**config.mk**
```make
export PLATFORM = sky130hd
export DESIGN_NAME = spi_master_shifter_unit_flat
export DESIGN_NICKNAME = d
export VERILOG_FILES = /design/src/rtl/spi_ms_pkg.sv /design/src/rtl/spi_ms_in_if.sv /design/src/rtl/spi_ms_out_if.sv /design/src/rtl/spi_ms_step.sv /design/src/rtl/spi_master_shifter_unit.sv /design/src/flat_wrapper.sv
export SDC_FILE = /design/constraint.sdc
export NUM_CORES = 1
export LEC_CHECK = 0
export CORE_AREA = 2 2 144 146
export DETAILED_ROUTE_END_ITERATION = 8
export DIE_AREA = 0 0 146 148
export DONT_BUFFER_PORTS = 1
export SYNTH_ARGS = -nofsm -noshare
export SYNTH_HDL_FRONTEND = slang
export SYNTH_SLANG_ARGS = --single-unit
```
**constraint.sdc**
```tcl
create_clock -name i_clk -period 2.8 [get_ports i_clk]
set_input_delay 0.28 -clock i_clk [delete_from_list [all_inputs] [get_ports i_clk]]
set_output_delay 0.28 -clock i_clk [all_outputs]
set_load 0.05 [all_outputs]
```
**src/rtl/spi_ms_pkg.sv**
```systemverilog
// Shared types, constants and helper functions for the SPI master shifter.
// Used by the interfaces, the next-state logic and the top level.
// No dependencies.
package spi_ms_pkg;

    localparam int unsigned DATA_W      = 16;
    localparam int unsigned DIV_W       = 8;
    localparam int unsigned WAIT_W      = 6;
    localparam int unsigned CNT_W       = 4;
    localparam int unsigned MAX_DIVIDER = 128;
    localparam int unsigned MIN_DIVIDER = 2;

    // Configuration register indexes.
    typedef enum logic [1:0] {
        CFG_SPI_MODE  = 2'd0,
        CFG_BIT_ORDER = 2'd1,
        CFG_CLK_DIV   = 2'd2
    } t_cfg_idx;

    // Segment phase within one bit, one-hot.
    typedef enum logic [3:0] {
        PH_LEAD   = 4'b0001,
        PH_DRIVE  = 4'b0010,
        PH_SAMPLE = 4'b0100,
        PH_TRAIL  = 4'b1000
    } t_phase;

    typedef struct packed {
        logic [1:0]       spi_mode;
        logic             bit_order;
        logic [DIV_W-1:0] clock_divider;
    } t_cfg;

    typedef struct packed {
        logic [WAIT_W-1:0] wait_cnt;
        t_phase            phase;
        logic [CNT_W-1:0]  bit_cnt;
        logic [DATA_W-1:0] tx_shift;
        logic [DATA_W-1:0] rx_shift;
        logic              sck;
        logic              mosi;
        logic              busy;
        logic              op;
        logic              wide;
    } t_state;

    typedef struct packed {
        logic              sck_level;
        logic              mosi_level;
        logic              busy_res;
        logic              done_res;
        logic [DATA_W-1:0] rx_data;
    } t_result;

    // Reload value of the wait counter: clamped divider halved, minus one.
    function automatic logic [WAIT_W-1:0] seg_reload(input logic [DIV_W-1:0] div);
        logic [DIV_W-1:0] d;
        d = div;
        if (d > DIV_W'(MAX_DIVIDER)) begin
            d = DIV_W'(MAX_DIVIDER);
        end
        if (d < DIV_W'(MIN_DIVIDER)) begin
            d = DIV_W'(MIN_DIVIDER);
        end
        return WAIT_W'((d >> 1) - DIV_W'(1));
    endfunction

    // Data bit position driven and sampled for bit number cnt.
    function automatic logic [CNT_W-1:0] bit_pos(
        input logic             op,
        input logic             wide,
        input logic             order,
        input logic [CNT_W-1:0] cnt
    );
        logic [CNT_W-1:0] last;
        logic             byte_sel;
        last = wide ? CNT_W'(15) : CNT_W'(7);
        if (!op) begin
            return order ? cnt : CNT_W'(last - cnt);
        end
        byte_sel = wide ? (order ? cnt[3] : ~cnt[3]) : 1'b0;
        return {byte_sel, ~cnt[2:0]};
    endfunction

endpackage

```
**src/rtl/spi_ms_in_if.sv**
```systemverilog
// Input channel of the SPI master shifter: one tick word per handshake.
// Depends on spi_ms_pkg.
interface spi_ms_in_if
    import spi_ms_pkg::*;
();
    logic              valid;
    logic              ready;
    logic              start_req;
    logic              op;
    logic              wide;
    logic [DATA_W-1:0] tx_data;
    logic              miso_level;

    modport source (output valid, start_req, op, wide, tx_data, miso_level, input ready);
    modport sink   (input valid, start_req, op, wide, tx_data, miso_level, output ready);
endinterface

```
**src/rtl/spi_ms_out_if.sv**
```systemverilog
// Output channel of the SPI master shifter: one result word per handshake.
// Depends on spi_ms_pkg.
interface spi_ms_out_if
    import spi_ms_pkg::*;
();
    logic              valid;
    logic              ready;
    logic              sck_level;
    logic              mosi_level;
    logic              busy_res;
    logic              done_res;
    logic [DATA_W-1:0] rx_data;

    modport source (output valid, sck_level, mosi_level, busy_res, done_res, rx_data,
                    input ready);
    modport sink   (input valid, sck_level, mosi_level, busy_res, done_res, rx_data,
                    output ready);
endinterface

```
**src/rtl/spi_ms_step.sv**
```systemverilog
// Next-state logic of the SPI master shifter for one tick word.
// Depends on spi_ms_pkg.
module spi_ms_step
    import spi_ms_pkg::*;
(
    input  t_state            i_state,
    input  t_cfg              i_cfg,
    input  logic              i_start_req,
    input  logic              i_op,
    input  logic              i_wide,
    input  logic [DATA_W-1:0] i_tx_data,
    input  logic              i_miso_level,
    output t_state            o_state,
    output t_result           o_result
);

    logic [WAIT_W-1:0] reload;
    logic              cpha;
    logic              cpol;
    logic [DATA_W-1:0] start_tx;
    logic [CNT_W-1:0]  pos_cur;
    logic [CNT_W-1:0]  pos_next;
    logic [CNT_W-1:0]  pos_first;
    logic [CNT_W-1:0]  cnt_next;
    logic              is_last;

    assign reload    = seg_reload(i_cfg.clock_divider);
    assign cpha      = i_cfg.spi_mode[0];
    assign cpol      = i_cfg.spi_mode[1];
    assign start_tx  = i_wide ? i_tx_data : {8'h00, i_tx_data[7:0]};
    assign pos_first = bit_pos(i_op, i_wide, i_cfg.bit_order, '0);
    assign pos_cur   = bit_pos(i_state.op, i_state.wide, i_cfg.bit_order, i_state.bit_cnt);
    assign cnt_next  = i_state.bit_cnt + CNT_W'(1);
    assign pos_next  = bit_pos(i_state.op, i_state.wide, i_cfg.bit_order, cnt_next);
    assign is_last   = i_state.bit_cnt >= (i_state.wide ? CNT_W'(15) : CNT_W'(7));

    always_comb begin
        t_state n;
        logic   done;
        logic   end_bit;
        n       = i_state;
        done    = 1'b0;
        end_bit = 1'b0;

        if (!i_state.busy) begin
            n.sck = cpol;
            if (i_start_req) begin
                n.op       = i_op;
                n.wide     = i_wide;
                n.tx_shift = start_tx;
                n.rx_shift = '0;
                n.bit_cnt  = '0;
                n.busy     = 1'b1;
                if (!i_op && cpha) begin
                    n.phase = PH_LEAD;
                    n.sck   = ~cpol;
                end else begin
                    n.phase = PH_DRIVE;
                    n.mosi  = start_tx[pos_first];
                end
                n.wait_cnt = reload;
            end
        end else if (i_state.wait_cnt != '0) begin
            n.wait_cnt = i_state.wait_cnt - WAIT_W'(1);
        end else begin
            unique case (i_state.phase)
                PH_LEAD: begin
                    n.phase = PH_DRIVE;
                    n.mosi  = i_state.tx_shift[pos_cur];
                end
                PH_DRIVE: begin
                    n.phase = PH_SAMPLE;
                    if (i_state.op) begin
                        n.sck = 1'b1;
                    end else begin
                        n.sck              = ~i_state.sck;
                        n.rx_shift[pos_cur] = i_miso_level;
                    end
                end
                PH_SAMPLE: begin
                    if (i_state.op) begin
                        n.phase = PH_TRAIL;
                        n.sck   = 1'b0;
                    end else begin
                        end_bit = 1'b1;
                    end
                end
                default: begin
                    end_bit = 1'b1;
                end
            endcase

            if (end_bit) begin
                if (is_last) begin
                    n.busy  = 1'b0;
                    n.sck   = cpol;
                    n.phase = PH_LEAD;
                    done    = 1'b1;
                end else begin
                    n.bit_cnt = cnt_next;
                    if (!i_state.op && cpha) begin
                        n.phase = PH_LEAD;
                        n.sck   = ~i_state.sck;
                    end else begin
                        n.phase = PH_DRIVE;
                        if (!i_state.op) begin
                            n.sck = ~i_state.sck;
                        end
                        n.mosi = i_state.tx_shift[pos_next];
                    end
                end
            end

            if (!done) begin
                n.wait_cnt = reload;
            end
        end

        o_state             = n;
        o_result.sck_level  = n.sck;
        o_result.mosi_level = n.mosi;
        o_result.busy_res   = n.busy;
        o_result.done_res   = done;
        o_result.rx_data    = (done && !i_state.op) ? n.rx_shift : '0;
    end

endmodule

```
**src/rtl/spi_master_shifter_unit.sv**
```systemverilog
// SPI master shifter top level: configuration registers, tick state and result register.
// Depends on spi_ms_pkg, spi_ms_in_if, spi_ms_out_if and spi_ms_step.
// A tick's result word is registered and shown in the cycle after the tick is accepted.
// One tick word per cycle while o_out is ready; the result register frees when taken.
// Reset (synchronous, active low) clears the tick state, sets mode 0, MSB first and
// divider 128, and empties the result register.
module spi_master_shifter_unit
    import spi_ms_pkg::*;
(
    input  logic             i_clk,
    input  logic             i_rst_n,
    input  logic             i_cfg_we,
    input  logic [1:0]       i_cfg_idx,
    input  logic [DIV_W-1:0] i_cfg_data,
    spi_ms_in_if.sink        i_in,
    spi_ms_out_if.source     o_out
);

    // Configuration registers. A write while an operation runs acts from the next
    // segment on; the latched operation, width and data are kept.
    t_cfg    r_cfg;

    // Tick state, the shifter's whole memory between ticks.
    t_state  r_state;
    t_state  n_state;

    // Result register. It separates the two channels so that a new tick word can
    // be taken in the same cycle in which the previous result is delivered.
    t_result r_out;
    t_result n_out;
    logic    r_out_valid;

    logic    in_accept;
    t_cfg_idx cfg_idx;

    assign cfg_idx   = t_cfg_idx'(i_cfg_idx);
    assign i_in.ready = !r_out_valid || o_out.ready;
    assign in_accept = i_in.valid && i_in.ready;

    // All the work for one tick: wait counting, segment actions, pin levels.
    spi_ms_step u_step (
        .i_state      (r_state),
        .i_cfg        (r_cfg),
        .i_start_req  (i_in.start_req),
        .i_op         (i_in.op),
        .i_wide       (i_in.wide),
        .i_tx_data    (i_in.tx_data),
        .i_miso_level (i_in.miso_level),
        .o_state      (n_state),
        .o_result     (n_out)
    );

    // Configuration writes. Index values beyond the register list are ignored.
    always_ff @(posedge i_clk) begin
        if (!i_rst_n) begin
            r_cfg.spi_mode      <= 2'd0;
            r_cfg.bit_order     <= 1'b0;
            r_cfg.clock_divider <= DIV_W'(MAX_DIVIDER);
        end else if (i_cfg_we) begin
            unique case (cfg_idx)
                CFG_SPI_MODE:  r_cfg.spi_mode      <= i_cfg_data[1:0];
                CFG_BIT_ORDER: r_cfg.bit_order     <= i_cfg_data[0];
                CFG_CLK_DIV:   r_cfg.clock_divider <= i_cfg_data;
                default: ;
            endcase
        end
    end

    // Tick state advances once per accepted word. While idle with no word accepted, a
    // polarity change moves the serial clock to its new idle level right away.
    always_ff @(posedge i_clk) begin
        if (!i_rst_n) begin
            r_state.wait_cnt <= '0;
            r_state.phase    <= PH_LEAD;
            r_state.bit_cnt  <= '0;
            r_state.tx_shift <= '0;
            r_state.rx_shift <= '0;
            r_state.sck      <= 1'b0;
            r_state.mosi     <= 1'b0;
            r_state.busy     <= 1'b0;
            r_state.op       <= 1'b0;
            r_state.wide     <= 1'b0;
        end else if (in_accept) begin
            r_state <= n_state;
        end else if (i_cfg_we && cfg_idx == CFG_SPI_MODE && !r_state.busy) begin
            r_state.sck <= i_cfg_data[1];
        end
    end

    // Result register: loaded on every accepted word, emptied when taken.
    always_ff @(posedge i_clk) begin
        if (!i_rst_n) begin
            r_out_valid <= 1'b0;
        end else if (in_accept) begin
            r_out_valid <= 1'b1;
        end else if (o_out.ready) begin
            r_out_valid <= 1'b0;
        end
    end

    always_ff @(posedge i_clk) begin
        if (in_accept) begin
            r_out <= n_out;
        end
    end

    assign o_out.valid      = r_out_valid;
    assign o_out.sck_level  = r_out.sck_level;
    assign o_out.mosi_level = r_out.mosi_level;
    assign o_out.busy_res   = r_out.busy_res;
    assign o_out.done_res   = r_out.done_res;
    assign o_out.rx_data    = r_out.rx_data;

endmodule
```
**src/flat_wrapper.sv**
```systemverilog
// flat-port wrapper written by rule: the top's interface ports become plain ports
module spi_master_shifter_unit_flat import spi_ms_pkg::*;
  (i_clk, i_rst_n, i_cfg_we, i_cfg_idx, i_cfg_data, i_in_valid, i_in_start_req, i_in_op, i_in_wide, i_in_tx_data, i_in_miso_level, i_in_ready, o_out_valid, o_out_sck_level, o_out_mosi_level, o_out_busy_res, o_out_done_res, o_out_rx_data, o_out_ready);
  spi_ms_in_if i_in_i ();
  spi_ms_out_if o_out_i ();
  input  logic i_clk;
  input  logic i_rst_n;
  input  logic i_cfg_we;
  input  logic [1:0] i_cfg_idx;
  input  logic [DIV_W-1:0] i_cfg_data;
  input wire logic [$bits(i_in_i.valid)-1:0] i_in_valid;
  input wire logic [$bits(i_in_i.start_req)-1:0] i_in_start_req;
  input wire logic [$bits(i_in_i.op)-1:0] i_in_op;
  input wire logic [$bits(i_in_i.wide)-1:0] i_in_wide;
  input wire logic [$bits(i_in_i.tx_data)-1:0] i_in_tx_data;
  input wire logic [$bits(i_in_i.miso_level)-1:0] i_in_miso_level;
  output wire logic [$bits(i_in_i.ready)-1:0] i_in_ready;
  output wire logic [$bits(o_out_i.valid)-1:0] o_out_valid;
  output wire logic [$bits(o_out_i.sck_level)-1:0] o_out_sck_level;
  output wire logic [$bits(o_out_i.mosi_level)-1:0] o_out_mosi_level;
  output wire logic [$bits(o_out_i.busy_res)-1:0] o_out_busy_res;
  output wire logic [$bits(o_out_i.done_res)-1:0] o_out_done_res;
  output wire logic [$bits(o_out_i.rx_data)-1:0] o_out_rx_data;
  input wire logic [$bits(o_out_i.ready)-1:0] o_out_ready;
  assign i_in_i.valid = i_in_valid;
  assign i_in_i.start_req = i_in_start_req;
  assign i_in_i.op = i_in_op;
  assign i_in_i.wide = i_in_wide;
  assign i_in_i.tx_data = i_in_tx_data;
  assign i_in_i.miso_level = i_in_miso_level;
  assign i_in_ready = i_in_i.ready;
  assign o_out_valid = o_out_i.valid;
  assign o_out_sck_level = o_out_i.sck_level;
  assign o_out_mosi_level = o_out_i.mosi_level;
  assign o_out_busy_res = o_out_i.busy_res;
  assign o_out_done_res = o_out_i.done_res;
  assign o_out_rx_data = o_out_i.rx_data;
  assign o_out_i.ready = o_out_ready;
  spi_master_shifter_unit u_core (.i_clk(i_clk), .i_rst_n(i_rst_n), .i_cfg_we(i_cfg_we), .i_cfg_idx(i_cfg_idx), .i_cfg_data(i_cfg_data), .i_in(i_in_i), .o_out(o_out_i));
endmodule
```
==> results.txt <==
Number of warnings reported in the yosys synthesis log: 0. The net switching power of the design is 0.8235 mW, and the pre-CTS setup slack is 0.2393 ns. The area fraction of the dominant cell type after synthesis is 0.2528.

The total power divided by cell area was 526.7 nW/um2; the share of power burned in combinational logic was 0.111. The initial antenna violation count is 0, and the area added between synthesis and finish is 13.51%. TritonCTS built the clock tree. The tools report the number of pins exceeding their max-slew limit in the final report as 0.

Async set-reset flop share out of synthesis: 0. The delay of the slowest cell on the worst path came out at 0.59 ns. The first global-routing pass estimated 21,030 um of wire.

Of all nets on the critical path, the largest fanout is 18. The run finished with clean final reports. Via count of the first global-routing pass: 3,960. 57 I/O pins were placed. The run gives 1842 um2 as the combined flip-flop and latch cell area. Setup violations remaining at the end of the flow were counted as 0. The global routing met2 resource utilization is 0.1929, and the number of detailed-routing iterations run before antenna repair is 4. The tools report the total of hold buffers inserted after clock tree synthesis as 1.

Traced cell by cell, the critical path runs through nor2b_2 > buf_4 > mux4_1 > mux4_2 > nand2_1 > o2111ai_2 > o2111ai_2 > nand2_1. In this run the remaining antenna-violating nets after routing total 0. For this run, the post-layout net count is 603. The clock period minus worst slack was 2.559 ns; the cell-internal power was 2.112 mW. In the final timing run, aggregate negative setup slack is 0 ns.

After clock tree synthesis, the clock-pin slew on the worst setup and hold paths is 0.06 ns. In this run the clock root is driven by a sky130_fd_sc_hd__clkbuf_16. The global routing usage summed across all routing layers is 0.1215, and the number of distinct library cells after synthesis is 55. The area of the core is 20,040 um2, and the fraction of power consumed by the clock network is 0.428. The clock net in this run drives a total of 82 sinks. From left edge to right edge, the die measures 146 um. The synthesized design contains 82 register bits. Clock latency on the worst-skew pair, taken at its later pin, is 0.35 ns. The logs give 52 for the number of rows created at floorplan and 0 for the total global routing overflow.

For the count of mapped cells out of synthesis, the log shows 570. For this design the static power due to leakage is 1.989 nW. The logs give 0.3751 for the sequential share of the synthesized area and 2 for the maximum buffer depth of the clock tree.

The layout cell share with drive strength beyond 1 was 0.1178; the height of the die was 148 um. The worst setup path is captured at a flop. The wire length reported by the detailed router came out at 12,770 um. The path class of the tightest hold or removal check is in -> reg.

The number of buffers inserted during clock tree synthesis is 9. Routability-driven placement finished with a final weighted congestion of 0.8126. In the routed design, unresolved DRC markers number 0.

Entering global routing, the biggest net connects 25 pins. The fraction of power spent switching nets is 0.2805, and the post-cts sizing count is 0. The final clock period utilization by the worst path is 0.9139, and the count of input and output buffers is 0. The run gives 2,183 as the count of filler cells inserted in the layout.

Yosys attributes the largest share of cell area to sky130_fd_sc_hd__dfxtp_1 25%, sky130_fd_sc_hd__edfxtp_1 12%, sky130_fd_sc_hd__nand2_1 6.6%, sky130_fd_sc_hd__mux2i_1 6.5%, sky130_fd_sc_hd__a21oi_1 5.9%. The H-tree was split into 3 levels. The most common library cell in the layout ignoring fill and taps is sky130_fd_sc_hd__nand2_1. Among all flip-flop cells after synthesis, the most frequent one is sky130_fd_sc_hd__dfxtp_1.

Between clock sinks in the finished design, the worst skew comes to 0.007558 ns. STA puts the critical path data arrival time at 2.65 ns. After detailed routing, the average wire length per cell comes to 15.22 um. The global routing stage identified its most utilized layer as met2.

Across the VDD grid, the largest voltage drop is 0.0002973 V. The number of setup buffers added after CTS is 0. The worst slew margin relative to its limit was 0.5124. Summing all multi-input logic gate instances after layout gives 2839 um2. The critical path is of the reg -> reg type.

Setup repair after global routing left no endpoint under its margin. STA classifies the critical path startpoint as a flop. The met1 routing resource usage after global routing was 0.1525; the iteration-0 DRC count of the detailed router was 289.

The logs give 4910 um2 for the post-synthesis instance area and 0.03981 for the global routing usage on met3. For this run, the top clock speed supported by timing is 390.8 MHz. After legalization and detailed placement, the total HPWL measured 8976 um. Cell taking the most area after synthesis: sky130_fd_sc_hd__dfxtp_1. For the pin with the worst max-slew slack, the measured transition is 0.7269 ns. Once routing completed, OpenROAD measured the worst setup slack at 0.2411 ns.

The number of diodes is 0, and the max capacitance violation total is 0. Yosys mapped a number of flops with a built-in enable equal to 20. The average instance area after synthesis works out to 8.614 um2. The die covers 21,610 um2.

Hold violation total from the final report: 0. The slowest stage of the critical path belongs to the cell sky130_fd_sc_hd__mux4_1. Dividing the detail-routed via count by the number of cells gives 4.875.

Initial standard-cell utilization of the core: 0.2450. The logs give 2.89 ns for the data required time of the critical path and 0.461 for the register share of total power. Post-synth net total: 609.

In the layout the commonest cells are 86 x sky130_fd_sc_hd__nand2_1, 62 x sky130_fd_sc_hd__dfxtp_1, 58 x sky130_fd_sc_hd__a21oi_1. The final route contains 4,090 vias.
[state kept, by name, indices dropped and copies added (netlist names)]
| name | cells |
|---|---|
| u_core.o_out.rx_data | 16 |
| u_core.r_cfg | 10 |
| u_core.r_state | 51 |
| u_core.o_out.done_res | 1 |
| u_core.o_out.sck_level | 1 |
| u_core.o_out.mosi_level | 1 |
| u_core.o_out.busy_res | 1 |
| u_core.o_out.valid | 1 |
[metal layers]
layer  vias to the layer above  wire length [um]
met5                         -                 0
met3                        21               756
met4                         0               245
li1                       2031                 -
met2                        80              5991
met1                      1958              5779
[stage by stage]
| step | instance area, um2 | util | power [mW] | hold slack [ns] | std cells |
|---|---|---|---|---|---|
| final | 5573 | 0.2781 | 2.935 | 0.03034 | 839 |
| after global routing | 5573 | 0.2781 | 3.056 | 0.03418 | 839 |
| after CTS | 5573 | 0.2781 | 2.966 | 0.01704 | 839 |
| after detailed placement | 5254 | 0.2622 | 1.704 | 0.3485 | 822 |
| after global placement | 5254 | 0.2622 | 1.701 | 0.3469 | 822 |
| after floorplan | 4911 | - | 1.614 | 0.4051 | 570 |
[Yosys cell counts, drive strengths merged, types with 2 or more instances]
cell and count:
a22oi 4, and3 5, xnor2 5, edfxtp 20
nand3 28, and2 18, dfxtp 62, mux2 6
o22ai 2, nand2b 23, nor3 8, nand3b 6
or2 2, nor2b 3, clkbuf 31, a21oi 58
ha 4, nor2 45, o21ai 28, or3 4
o21a 3, buf 9, nand2 86, o31ai 2
o21ba 4, xor2 2, a2bb2oi 2, mux2i 32
mux4 17, a211oi 9, nor3b 5, inv 13
o2bb2ai 2, a31oi 6, o2111ai 2, clkinv 2
[cell type report]
| class | instances | share of cell area |
|---|---|---|
| Clock buffer | 10 | 0.04288 |
| Multi-Input combinational cell | 433 | 0.5094 |
| Sequential cell | 82 | 0.3305 |
| Clock inverter | 6 | 0.01257 |
| Tap cell | 270 | 0.06062 |
| Inverter | 15 | 0.01033 |
| Timing Repair Buffer | 23 | 0.03368 |
[logic make-up (layout without fill, tap and decap cells)]
group | count (synthesis) | count (layout) | share of synthesized area
xor+xnor | 7 | 7 | 0.01249
compound gates | 130 | 130 | 0.1623
buf+inv | 55 | 54 | 0.04766
flops | 82 | 82 | 0.3751
simple gates | 237 | 237 | 0.2306
fa+ha+maj | 4 | 4 | 0.01019
mux | 55 | 55 | 0.1616
[power by group through the flow]
stage                     combinational, mW  sequential (mW)  clock (mW)
after global placement                0.322             1.38           0
after CTS                             0.327             1.35        1.29
final                                 0.326             1.35        1.26
after floorplan                       0.253             1.36           0
after global routing                  0.362             1.36        1.33
after detailed placement              0.325             1.38           0
[critical path: cells and delay by family, from the launching register on]
family                 cells  cell delay, ns
DFF                        1            0.42
and+or+nand+nor            3            0.31
muxes                      2            1.07
buffers and inverters      1            0.26
AOI/OAI and AO/OA          2            0.22
[worst paths after layout]
| check | start | end | slack, ns | cells after the start |
|---|---|---|---|---|
| max | u_core.r_state[1]$_SDFFE_PN0P_ | u_core.o_out.mosi_level$_DFFE_PP_ | 0.24 | 8 |
| min | i_rst_n | u_core.r_state[41]$_SDFFE_PN1P_ | 0.03 | 1 |
| max reg2reg | u_core.r_state[1]$_SDFFE_PN0P_ | u_core.o_out.mosi_level$_DFFE_PP_ | 0.24 | 8 |
| min reg2reg | u_core.r_state[34]$_SDFFE_PN0P_ | u_core.r_state[34]$_SDFFE_PN0P_ | 0.49 | 2 |
Power figures use the tool's default switching activity.
